**src/design/acp_pkg.sv**
```systemverilog
// Shared types and constants for the ASCII clock and contrast command parser.
// No dependencies; imported by every module of the block.
package acp_pkg;

  // Frame window depth (bytes remembered before the present one)
  localparam int unsigned WinDepth = 7;

  // Configuration port
  localparam int unsigned CFG_IDX_W  = 1;
  localparam int unsigned CFG_DATA_W = 1;
  localparam logic [CFG_IDX_W-1:0] CFG_CLOCK_SET = 1'b0;
  localparam logic [CFG_IDX_W-1:0] CFG_CONTRAST  = 1'b1;

  // Result kinds
  localparam logic [2:0] KIND_SECOND  = 3'd0;
  localparam logic [2:0] KIND_MINUTE  = 3'd1;
  localparam logic [2:0] KIND_HOUR    = 3'd2;
  localparam logic [2:0] KIND_DAY     = 3'd3;
  localparam logic [2:0] KIND_MONTH   = 3'd4;
  localparam logic [2:0] KIND_YEAR    = 3'd5;
  localparam logic [2:0] KIND_DISPLAY = 3'd6;

  // ASCII characters
  localparam logic [7:0] CH_LOW_S = 8'h73;  // 's'
  localparam logic [7:0] CH_LOW_C = 8'h63;  // 'c'
  localparam logic [7:0] CH_LOW_M = 8'h6D;  // 'm'
  localparam logic [7:0] CH_LOW_H = 8'h68;  // 'h'
  localparam logic [7:0] CH_LOW_D = 8'h64;  // 'd'
  localparam logic [7:0] CH_UP_M  = 8'h4D;  // 'M'
  localparam logic [7:0] CH_UP_Y  = 8'h59;  // 'Y'
  localparam logic [7:0] CH_LOW_O = 8'h6F;  // 'o'
  localparam logic [7:0] CH_LOW_I = 8'h69;  // 'i'
  localparam logic [7:0] CH_CLOSE = 8'h65;  // 'e'
  localparam logic [7:0] CH_ZERO  = 8'h30;
  localparam logic [7:0] CH_NINE  = 8'h39;

  // Display contrast
  localparam logic [7:0] DISP_CONTRAST_CMD = 8'h81;
  localparam logic [7:0] CONTRAST_STEP     = 8'h20;
  localparam logic [7:0] CONTRAST_UP_LIMIT = 8'hDF;
  localparam logic [7:0] CONTRAST_MAX      = 8'hFF;
  localparam logic [7:0] CONTRAST_MIN      = 8'h00;

  // Command passed from the front to the back
  typedef enum logic [1:0] {
    OP_CLOCK,
    OP_UP,
    OP_DOWN
  } cmd_op_t;

  typedef struct packed {
    cmd_op_t     op;
    logic [2:0]  kind;
    logic [13:0] value;
  } acp_cmd_t;

  // Back-end sequencing
  typedef enum logic {
    BK_CMD,
    BK_LEVEL
  } back_state_t;

  function automatic logic is_digit(input logic [7:0] c);
    return (c >= CH_ZERO) && (c <= CH_NINE);
  endfunction

  function automatic logic [3:0] digit_val(input logic [7:0] c);
    return c[3:0];
  endfunction

endpackage

```
**src/design/acp_front.sv**
```systemverilog
// Front end: byte window, fill count and command recognition.
// Depends on acp_pkg; pushes recognized commands into the command queue.
module acp_front
  import acp_pkg::*;
(
  input  logic        clk,
  input  logic        rst_n,
  input  logic        accept,
  input  logic [7:0]  rx_byte,
  input  logic        frame_start,
  input  logic        clock_set_enable,
  input  logic        contrast_enable,
  output logic        push,
  output acp_cmd_t    cmd
);

  logic [7:0] win_r [WinDepth];
  logic [7:0] win_nxt [WinDepth];
  logic [2:0] fill_r;
  logic [2:0] fill_nxt;
  logic [7:0] p [1:WinDepth];
  logic [2:0] fill_eff;

  // Clear the window at a frame start before using it
  always_comb begin
    for (int k = 1; k <= WinDepth; k++) begin
      p[k] = frame_start ? 8'h00 : win_r[k-1];
    end
    fill_eff = frame_start ? 3'd0 : fill_r;
  end

  // Match the commands that close on this byte
  logic        short_hit;
  logic        year_hit;
  logic        con_hit;
  logic        short_kind_ok;
  logic [2:0]  short_kind;
  logic [13:0] short_val;
  logic [13:0] year_val;

  always_comb begin
    short_kind_ok = 1'b1;
    short_kind    = KIND_SECOND;
    unique case (p[3])
      CH_LOW_S: short_kind = KIND_SECOND;
      CH_LOW_M: short_kind = KIND_MINUTE;
      CH_LOW_H: short_kind = KIND_HOUR;
      CH_LOW_D: short_kind = KIND_DAY;
      CH_UP_M:  short_kind = KIND_MONTH;
      default:  short_kind_ok = 1'b0;
    endcase
  end

  assign short_val = 14'(digit_val(p[2])) * 14'd10 + 14'(digit_val(p[1]));
  assign year_val  = 14'(digit_val(p[4])) * 14'd1000 + 14'(digit_val(p[3])) * 14'd100
                   + 14'(digit_val(p[2])) * 14'd10 + 14'(digit_val(p[1]));

  assign short_hit = (fill_eff >= 3'd5) && (p[5] == CH_LOW_S) && (p[4] == CH_LOW_C)
                   && is_digit(p[2]) && is_digit(p[1]) && short_kind_ok;
  assign year_hit  = (fill_eff == 3'd7) && (p[7] == CH_LOW_S) && (p[6] == CH_LOW_C)
                   && (p[5] == CH_UP_Y) && is_digit(p[4]) && is_digit(p[3])
                   && is_digit(p[2]) && is_digit(p[1]);
  assign con_hit   = (fill_eff >= 3'd3) && (p[3] == CH_LOW_S) && (p[2] == CH_LOW_O)
                   && ((p[1] == CH_LOW_I) || (p[1] == CH_LOW_D));

  // Pick the command; clock commands win over contrast
  always_comb begin
    push      = 1'b0;
    cmd.op    = OP_CLOCK;
    cmd.kind  = short_kind;
    cmd.value = short_val;
    priority if (rx_byte == CH_CLOSE && clock_set_enable && short_hit) begin
      push = accept;
    end else if (rx_byte == CH_CLOSE && clock_set_enable && year_hit) begin
      push      = accept;
      cmd.kind  = KIND_YEAR;
      cmd.value = year_val;
    end else if (rx_byte == CH_CLOSE && contrast_enable && con_hit) begin
      push      = accept;
      cmd.op    = (p[1] == CH_LOW_I) ? OP_UP : OP_DOWN;
      cmd.kind  = KIND_DISPLAY;
      cmd.value = 14'(DISP_CONTRAST_CMD);
    end else begin
      push = 1'b0;
    end
  end

  // Shift the new byte into the window
  always_comb begin
    win_nxt[0] = rx_byte;
    for (int k = 1; k < WinDepth; k++) begin
      win_nxt[k] = p[k];
    end
    fill_nxt = (fill_eff == 3'd7) ? 3'd7 : fill_eff + 3'd1;
  end

  always_ff @(posedge clk) begin
    if (!rst_n) begin
      fill_r <= 3'd0;
      for (int k = 0; k < WinDepth; k++) begin
        win_r[k] <= 8'h00;
      end
    end else if (accept) begin
      fill_r <= fill_nxt;
      for (int k = 0; k < WinDepth; k++) begin
        win_r[k] <= win_nxt[k];
      end
    end
  end

endmodule

```
**src/design/acp_cmd_fifo.sv**
```systemverilog
// Short command queue between the front end and the back end.
// Depends on acp_pkg for the command word type.
module acp_cmd_fifo
  import acp_pkg::*;
#(
  parameter int unsigned DEPTH = 2
)
(
  input  logic     clk,
  input  logic     rst_n,
  input  logic     push,
  input  acp_cmd_t push_cmd,
  input  logic     pop,
  output logic     full,
  output logic     nonempty,
  output acp_cmd_t head
);

  localparam int unsigned PtrW = (DEPTH > 1) ? $clog2(DEPTH) : 1;
  localparam int unsigned CntW = $clog2(DEPTH + 1);
  localparam logic [PtrW-1:0] PtrLast = PtrW'(DEPTH - 1);

  acp_cmd_t       mem_r [DEPTH];
  logic [PtrW-1:0] wr_ptr_r;
  logic [PtrW-1:0] rd_ptr_r;
  logic [CntW-1:0] count_r;

  assign full     = (count_r == CntW'(DEPTH));
  assign nonempty = (count_r != '0);
  assign head     = mem_r[rd_ptr_r];

  // Store the word at the write pointer
  always_ff @(posedge clk) begin
    if (push) begin
      mem_r[wr_ptr_r] <= push_cmd;
    end
  end

  // Advance pointers and count
  always_ff @(posedge clk) begin
    if (!rst_n) begin
      wr_ptr_r <= '0;
      rd_ptr_r <= '0;
      count_r  <= '0;
    end else begin
      if (push) begin
        wr_ptr_r <= (wr_ptr_r == PtrLast) ? '0 : wr_ptr_r + 1'b1;
      end
      if (pop) begin
        rd_ptr_r <= (rd_ptr_r == PtrLast) ? '0 : rd_ptr_r + 1'b1;
      end
      if (push && !pop) begin
        count_r <= count_r + 1'b1;
      end else if (pop && !push) begin
        count_r <= count_r - 1'b1;
      end
    end
  end

endmodule

```
**src/design/acp_back.sv**
```systemverilog
// Back end: carries out queued commands, keeps the contrast level and
// drives the output register. Depends on acp_pkg.
module acp_back
  import acp_pkg::*;
(
  input  logic        clk,
  input  logic        rst_n,
  input  logic        cmd_valid,
  input  acp_cmd_t    cmd,
  output logic        pop,
  output logic        out_valid,
  input  logic        out_stall,
  output logic [2:0]  out_result_kind,
  output logic [13:0] out_result_value,
  output logic        out_last_of_run
);

  back_state_t state_r, state_nxt;
  logic [7:0]  level_r, level_nxt;
  logic        valid_r, valid_nxt;
  logic [2:0]  kind_r, kind_nxt;
  logic [13:0] value_r, value_nxt;
  logic        last_r, last_nxt;
  logic        emit;
  logic        load;

  assign load = !valid_r || !out_stall;

  // Next state
  always_comb begin
    state_nxt = state_r;
    unique case (state_r)
      BK_CMD: begin
        if (cmd_valid && load && cmd.op != OP_CLOCK) begin
          state_nxt = BK_LEVEL;
        end
      end
      BK_LEVEL: begin
        if (load) begin
          state_nxt = BK_CMD;
        end
      end
      default: state_nxt = BK_CMD;
    endcase
  end

  // Outputs, word payload and contrast update
  always_comb begin
    pop       = 1'b0;
    emit      = 1'b0;
    level_nxt = level_r;
    kind_nxt  = kind_r;
    value_nxt = value_r;
    last_nxt  = last_r;
    unique case (state_r)
      BK_CMD: begin
        if (cmd_valid && load) begin
          emit      = 1'b1;
          kind_nxt  = cmd.kind;
          value_nxt = cmd.value;
          unique case (cmd.op)
            OP_CLOCK: begin
              pop      = 1'b1;
              last_nxt = 1'b1;
            end
            OP_UP: begin
              last_nxt  = 1'b0;
              level_nxt = (level_r < CONTRAST_UP_LIMIT) ? level_r + CONTRAST_STEP
                                                        : CONTRAST_MAX;
            end
            OP_DOWN: begin
              last_nxt  = 1'b0;
              level_nxt = (level_r >= CONTRAST_STEP) ? level_r - CONTRAST_STEP
                                                     : CONTRAST_MIN;
            end
            default: begin
              pop = 1'b1;
              emit = 1'b0;
            end
          endcase
        end
      end
      BK_LEVEL: begin
        if (load) begin
          emit      = 1'b1;
          pop       = 1'b1;
          kind_nxt  = KIND_DISPLAY;
          value_nxt = 14'(level_r);
          last_nxt  = 1'b1;
        end
      end
      default: begin
        emit = 1'b0;
      end
    endcase
    valid_nxt = emit ? 1'b1 : (load ? 1'b0 : valid_r);
  end

  always_ff @(posedge clk) begin
    if (!rst_n) begin
      state_r <= BK_CMD;
      level_r <= CONTRAST_MAX;
      valid_r <= 1'b0;
    end else begin
      state_r <= state_nxt;
      level_r <= level_nxt;
      valid_r <= valid_nxt;
    end
  end

  // Hold the result word until taken
  always_ff @(posedge clk) begin
    if (emit) begin
      kind_r  <= kind_nxt;
      value_r <= value_nxt;
      last_r  <= last_nxt;
    end
  end

  assign out_valid        = valid_r;
  assign out_result_kind  = kind_r;
  assign out_result_value = value_r;
  assign out_last_of_run  = last_r;

endmodule

```
**src/design/ascii_clock_and_contrast_command_parser.sv**
```systemverilog
// ASCII clock and contrast command parser, top level.
// A recognized command passes through the command queue and then the back end's output
// register before out_valid rises. Throughput: one byte per cycle while the command
// queue has room; a clock command yields one result word, a contrast command two.
// Reset (synchronous, rst_n low): empty window, empty queue, contrast 0xFF,
// both command groups enabled. Depends on acp_pkg, acp_front, acp_cmd_fifo, acp_back.
module ascii_clock_and_contrast_command_parser
  import acp_pkg::*;
#(
  parameter int unsigned QUEUE_DEPTH = 2
)
(
  input  logic                  clk,
  input  logic                  rst_n,
  input  logic                  cfg_we,
  input  logic [CFG_IDX_W-1:0]  cfg_index,
  input  logic [CFG_DATA_W-1:0] cfg_wdata,
  input  logic                  in_valid,
  output logic                  in_stall,
  input  logic [7:0]            in_rx_byte,
  input  logic                  in_frame_start,
  output logic                  out_valid,
  input  logic                  out_stall,
  output logic [2:0]            out_result_kind,
  output logic [13:0]           out_result_value,
  output logic                  out_last_of_run
);

  logic     clock_set_enable_r;
  logic     contrast_enable_r;
  logic     accept;
  logic     push;
  logic     pop;
  logic     full;
  logic     nonempty;
  acp_cmd_t push_cmd;
  acp_cmd_t head;

  // Configuration registers
  always_ff @(posedge clk) begin
    if (!rst_n) begin
      clock_set_enable_r <= 1'b1;
      contrast_enable_r  <= 1'b1;
    end else if (cfg_we) begin
      unique case (cfg_index)
        CFG_CLOCK_SET: clock_set_enable_r <= cfg_wdata[0];
        CFG_CONTRAST:  contrast_enable_r  <= cfg_wdata[0];
        default: ;
      endcase
    end
  end

  assign in_stall = full;
  assign accept   = in_valid && !full;

  acp_front u_front (
    .clk              (clk),
    .rst_n            (rst_n),
    .accept           (accept),
    .rx_byte          (in_rx_byte),
    .frame_start      (in_frame_start),
    .clock_set_enable (clock_set_enable_r),
    .contrast_enable  (contrast_enable_r),
    .push             (push),
    .cmd              (push_cmd)
  );

  acp_cmd_fifo #(
    .DEPTH (QUEUE_DEPTH)
  ) u_queue (
    .clk      (clk),
    .rst_n    (rst_n),
    .push     (push),
    .push_cmd (push_cmd),
    .pop      (pop),
    .full     (full),
    .nonempty (nonempty),
    .head     (head)
  );

  acp_back u_back (
    .clk              (clk),
    .rst_n            (rst_n),
    .cmd_valid        (nonempty),
    .cmd              (head),
    .pop              (pop),
    .out_valid        (out_valid),
    .out_stall        (out_stall),
    .out_result_kind  (out_result_kind),
    .out_result_value (out_result_value),
    .out_last_of_run  (out_last_of_run)
  );

endmodule

```
**config.mk**
```make
export PLATFORM = sky130hd
export DESIGN_NAME = ascii_clock_and_contrast_command_parser
export DESIGN_NICKNAME = d
export VERILOG_FILES = /design/src/design/acp_pkg.sv /design/src/design/acp_front.sv /design/src/design/acp_cmd_fifo.sv /design/src/design/acp_back.sv /design/src/design/ascii_clock_and_contrast_command_parser.sv
export SDC_FILE = /design/constraint.sdc
export NUM_CORES = 1
export LEC_CHECK = 0
export BUFFER_PORTS_ARGS = -buffer_cell sky130_fd_sc_hd__buf_2
export CAP_MARGIN = 20
export CORE_MARGIN = 5
export CORE_UTILIZATION = 50
export CTS_CLUSTER_DIAMETER = 100
export DETAILED_ROUTE_END_ITERATION = 8
export PLACE_DENSITY = 0.72
export SYNTH_ARGS = -nofsm -noshare
export SYNTH_HDL_FRONTEND = slang
export SYNTH_HIERARCHICAL = 1
export SYNTH_SLANG_ARGS = --single-unit
```
**constraint.sdc**
```tcl
create_clock -name clk -period 14.9 [get_ports clk]
set_input_delay 4.47 -clock clk [delete_from_list [all_inputs] [get_ports clk]]
set_output_delay 4.47 -clock clk [all_outputs]
set_load 0.05 [all_outputs]
```
Word level (Yosys, flattened, before mapping)
Memory sizes are Yosys's and may differ from the RTL's. A register that Yosys moved wholly into a read port is not among the register bits.
Index checks and enable logic that the tools add are counted.
{ "word_totals": {"regBits": 37, "latchBits": 0, "mem_bits_rw": 94, "romBits": 0, "in_bits": 16, "out_inout_bits": 20, "word_cells": 183, "n_memories": 2} }
{ "classes": {"addsub": 11, "n_mul": 3, "div_mod_pow": 0, "magnitude_cmp": 12, "n_eq_ne": 21, "shift": 0, "mux": 63, "n_bitwise": 9, "reduce_logical": 50} }
{ "mem_list": {"columns": ["name", "words", "width", "read_ports", "rd_clocked_by_memory_dff", "write_ports", "line_no", "rtl"], "rows": [
  ["u_front.win_r", 7, 8, 7, 0, 7, "acp_front.sv:17", "logic [7:0] win_r [WinDepth];"],
  ["u_queue.mem_r", 2, 19, 1, 1, 1, "acp_cmd_fifo.sv:23", "acp_cmd_t mem_r [DEPTH];"]
]} }
{ "ops": {"columns": ["op", "count"], "rows": [
  ["8-bit 2-to-1 mux", 16],
  ["8-bit by 7-bit == test with 1-bit output (second input constant)", 14],
  ["8-bit by 6-bit >= comparator with 1-bit output (second input constant)", 5],
  ["19-bit 2-to-1 mux", 2],
  ["8-bit by 6-bit <= comparator with 1-bit output (second input constant)", 4],
  ["1-bit logical AND", 29],
  ["14-bit 2-to-1 mux", 2],
  ["14-bit case mux with 2 select lines", 1],
  ["1-bit 2-to-1 mux", 25],
  ["17-bit 2-to-1 mux", 1],
  ["8-bit case mux with 2 select lines", 1],
  ["14-bit by 11-bit adder with 14-bit output", 1],
  ["14-bit by 4-bit adder with 14-bit output", 1],
  ["14-bit by 8-bit adder with 14-bit output", 1],
  ["3-bit 2-to-1 mux", 4],
  ["3-bit case mux with 4 select lines", 1],
  ["4-bit by 7-bit multiplier with 11-bit output (second input constant)", 1],
  ["1-bit case mux with 2 select lines", 5],
  ["2-bit nonzero test", 5],
  ["8-bit by 4-bit adder with 9-bit output", 1],
  ["4-bit by 5-bit multiplier with 9-bit output (second input constant)", 1],
  ["8-bit by 6-bit adder with 8-bit output (second input constant)", 1],
  ["8-bit less-than comparator (second input constant)", 1],
  ["2-bit 2-to-1 mux", 4],
  ["other kinds (26)", 42]
]} }

Depth between registers and ports, before layout
An unclocked memory read counts as a cell.
{ "depth": {"depth_word": 17, "ltp_mapped": 22, "depth_no_buf": 20} }

By module
Netlist, hierarchy kept.
{ "modules_own_cells": {"columns": ["module", "instances", "cells_per_inst", "area_per_inst_um2", "seq_area_each_um2"], "rows": [
  ["acp_front", 1, 470, 4789.6, 1741.7],
  ["acp_cmd_fifo", 1, 81, 1592.8, 1241.2],
  ["acp_back", 1, 104, 1178.6, 660.6],
  ["ascii_clock_and_contrast_command_parser", 1, 10, 93.8, 40.0]
]} }

Worst setup path before layout
OpenSTA, ideal clock, no wires.
{ "synth_timing": {"kind": "input port to flip-flop", "startpoint": "input in_frame_start", "endpoint": "memory u_queue/mem_r[0][13] in the netlist's numbering, data pin", "setup_ns": 0.260, "t_arrival_ns": 8.879, "slack_ns": 5.761, "cell_stages": 21, "path_cell_list": "buf_2 > clkbuf_1 > nand2b_1 > ha_1 > inv_1 > ha_1 > inv_1 > fa_1 > inv_1 > ha_1 > a21o_1 > a21oi_1 > xor2_1 > ha_1 > ha_1 > ha_1 > a21o_1 > o41ai_1 > o21ai_0 > xnor2_1 > nor2_1"} }
{ "synth_rtl": {"columns": ["element", "line_no", "rtl"], "rows": [
  ["from (decl)", "ascii_clock_and_contrast_command_parser.sv:21", "input logic in_frame_start,"],
  ["to (decl)", "acp_cmd_fifo.sv:23", null]
]} }

==> run metrics <==
Reg power frac 40.7%; unrepaired setup endpoints after global routing false; DIE AREA 0.0179 mm²; core area 0.0151 mm²; Pwr per Cell Area 138 mW/mm²; Critical Path AT 9.33 ns; nets 794; vias per cell 5.66; Port-buffer cells 35; WP data required 15.06 ns; total number of vias 5089; register bit total from synthesis 128; Max Clk Rate 109 MHz; VDD IR max 0.0835 mV; Crit. End Element flop; Async SR Flop Fraction 0%; Lkg Pwr 3.84 nW; Comb pwr share 24.1%; clock transition at the registers of the reported paths 0.06 ns; setup bufs post-CTS 0; synthesized instance count 665; total internal power 0.815 mW; later-pin clock latency in the skew report 0.42 ns; Synth warnings 6; total wire length 15200 µm; Tightest Pin Transition 0.877 ns; Slew Limit Fails 0; hold buffers post-CTS 0; critical path launch point type input port; num rows 45; outcome complete, no violations; fin crit period 9.17 ns; Starting DRT DRC Count 314; CTS-repair resized insts 0; number of flops mapped to enable cells by yosys 112; first-pass GRT wire length 25600 µm; n_diodes 0; Total Routing Usage GR 18.0%; Relative slew margins 41.5%; worst setup path class input port to flop; first-pass iteration count of the detailed router 6; ANT nets after route 0; clk buf depth 2; DR WL/cell 16.9 µm; final instance area 0.00859 mm²; Num CTS Buffers 17; Clk pwr share 35.3%; Sink Count 128; Critical Path Fanout Max 31; DP HPWL 11200 µm; largest net degree at the start of global routing 56; final hold violation count 0; share of cells above drive strength 1 15.6%; most common cell after layout, fill and taps aside edfxtp_1; sequential element share of the synthesized area 48.1%; gr ovfl total 0; most frequent cells in the layout edfxtp_1 (112), ha_1 (65), and3_1 (50), inv_1 (49), buf_2 (35); Switching Share 31.1%; vias in the first global route 5156; Synth cell types 64; Worst Clk Skew 0.00839 ns; setup_tns 0 ns; Initial Util 50.7%; Die Wd 134 µm; Mapped Nets 761; Final Setup Violations 0; mapped cell area 0.00765 mm²; routability cong. 0.879; maxcap violations 0; fillers 1248; switching power 0.368 mW; # IOs 36; Vert. Die Dim 134 µm; worst min path class flop to flop; Max H-tree Level 4; period utilization 61.5%; clock root buffer clkbuf_16; initial antenna violation count 0; area growth from synthesis to layout 12.2%; Placed Instance Area 0.00799 mm²; # DRC 0; main flop type after synthesis edfxtp_1; CTS tree done; Avg Cell Area, Syn 11.5 µm²
## layer usage
metal / wire length, µm / global-route usage (%) / vias up
met5: 0 / 0 / -
met4: 410 / 7.31 / 0
met3: 723 / 4.00 / 35
met2: 7440 / 30.7 / 125
met1: 6630 / 22.1 / 2450
li1: - / - / 2479
## power by group through the flow
stage / sequential (mW) / clock [mW] / combinational (mW)
after floorplan: 0.481 / 0 / 0.223
after global routing: 0.486 / 0.445 / 0.318
after detailed placement: 0.489 / 0 / 0.282
after CTS: 0.481 / 0.425 / 0.286
after global placement: 0.486 / 0 / 0.275
final: 0.481 / 0.417 / 0.285
## registers in the layout (all words and copies together), names as in the netlist, named ones only
name / count
u_back/out_last_of_run: 1
u_queue/wr_ptr_r: 1
u_back/level_r: 4
u_front/fill_r: 3
u_back/state_r: 1
u_queue/count_r: 2
clock_set_enable_r: 1
contrast_enable_r: 1
u_queue/mem_r: 38
u_back/out_result_kind: 3
u_front/win_r: 56
u_queue/rd_ptr_r: 1
u_back/out_result_value: 14
u_back/out_valid: 1
## logic make-up (layout without fill, tap and decap cells)
| group | Yosys count | count (layout) | synth area share, % |
|---|---|---|---|
| AND/OR/NAND/NOR | 233 | 233 | 18.7 |
| flip-flops | 128 | 128 | 48.1 |
| AO/OA/AOI/OAI | 98 | 98 | 8.12 |
| adder cells (fa/ha/maj) | 80 | 80 | 14.5 |
| buffers and inverters | 76 | 122 | 4.09 |
| XOR/XNOR | 28 | 28 | 3.20 |
| multiplexers | 22 | 22 | 3.24 |
## per-stage QoR
stage	setup slack, ns	cells	total power [mW]	utilization (%)	hold slack (ns)
after floorplan	5.76	665	0.704	-	0.455
after global placement	5.51	867	0.761	52.9	0.475
after detailed placement	5.32	867	0.771	52.9	0.497
after CTS	5.74	899	1.19	56.9	0.508
after global routing	5.41	899	1.25	56.9	0.547
final	5.73	899	1.18	56.9	0.505
## worst paths after layout
check / from / to / slack (ns) / cells past startpoint
worst min-delay path: u_queue/count_r[1] / u_queue/count_r[1] / 0.51 / 2
worst max-delay path: in_frame_start / u_queue/mem_r[0][13] / 5.73 / 20
worst max register to register: u_front/win_r[3][2] / u_queue/mem_r[0][13] / 9.57 / 19
worst min register to register: u_queue/count_r[1] / u_queue/count_r[1] / 0.51 / 2
## final cells by class
cell class,instances,area (µm²),share of cell area (%)
clock inverter,15,175,2.04
tap,188,235,2.74
sequential,128,3680,42.9
clock buffer,17,425,4.95
inverter,50,188,2.19
multi-input combinational,461,3670,42.7
timing repair buffer,40,213,2.48
## worst max-delay path, cell delays in order
cell	delay, ns
buf_2	0.38
nor2b_1	0.14
ha_1	0.32
inv_1	0.06
ha_1	0.33
inv_1	0.10
fa_1	0.50
inv_1	0.04
ha_1	0.34
a21o_1	0.17
a21oi_1	0.21
xor2_1	0.21
ha_1	0.26
ha_1	0.30
ha_1	0.36
a21o_1	0.24
o41ai_1	0.48
o21ai_0	0.20
xnor2_1	0.16
nor2_1	0.06
## cell usage after synthesis, drive strengths merged, types with 2 or more instances
library cell | instances | share of area, %
and4bb | 2 | 0.33
buf | 7 | 0.70
xnor2 | 15 | 1.7
clkbuf | 19 | 0.93
nor4b | 6 | 0.85
nand2 | 23 | 1.1
nand4 | 3 | 0.25
o211ai | 3 | 0.29
o41ai | 2 | 0.23
and2 | 18 | 1.5
inv | 50 | 2.5
and4b | 2 | 0.26
xor2 | 13 | 1.5
and3b | 2 | 0.23
nand3 | 17 | 1.1
dfxtp | 16 | 4.2
nor3b | 5 | 0.49
fa | 15 | 3.9
a2111oi | 2 | 0.23
o21bai | 2 | 0.20
o21a | 2 | 0.20
and3 | 50 | 4.1
nor4 | 5 | 0.60
nand4b | 5 | 0.57
nand2b | 20 | 1.7
or2 | 4 | 0.33
a31oi | 7 | 0.57
o2111ai | 2 | 0.23
edfxtp | 112 | 44
a21o | 9 | 0.88
a21boi | 3 | 0.29
a211o | 3 | 0.36
nand3b | 7 | 0.78
a21oi | 17 | 1.1
nor2 | 28 | 1.4
nor2b | 28 | 2.3
a22oi | 4 | 0.39
o21ai | 35 | 2.3
ha | 65 | 11
or3 | 3 | 0.25
mux2 | 22 | 3.2
Power figures use the tool's default switching activity.
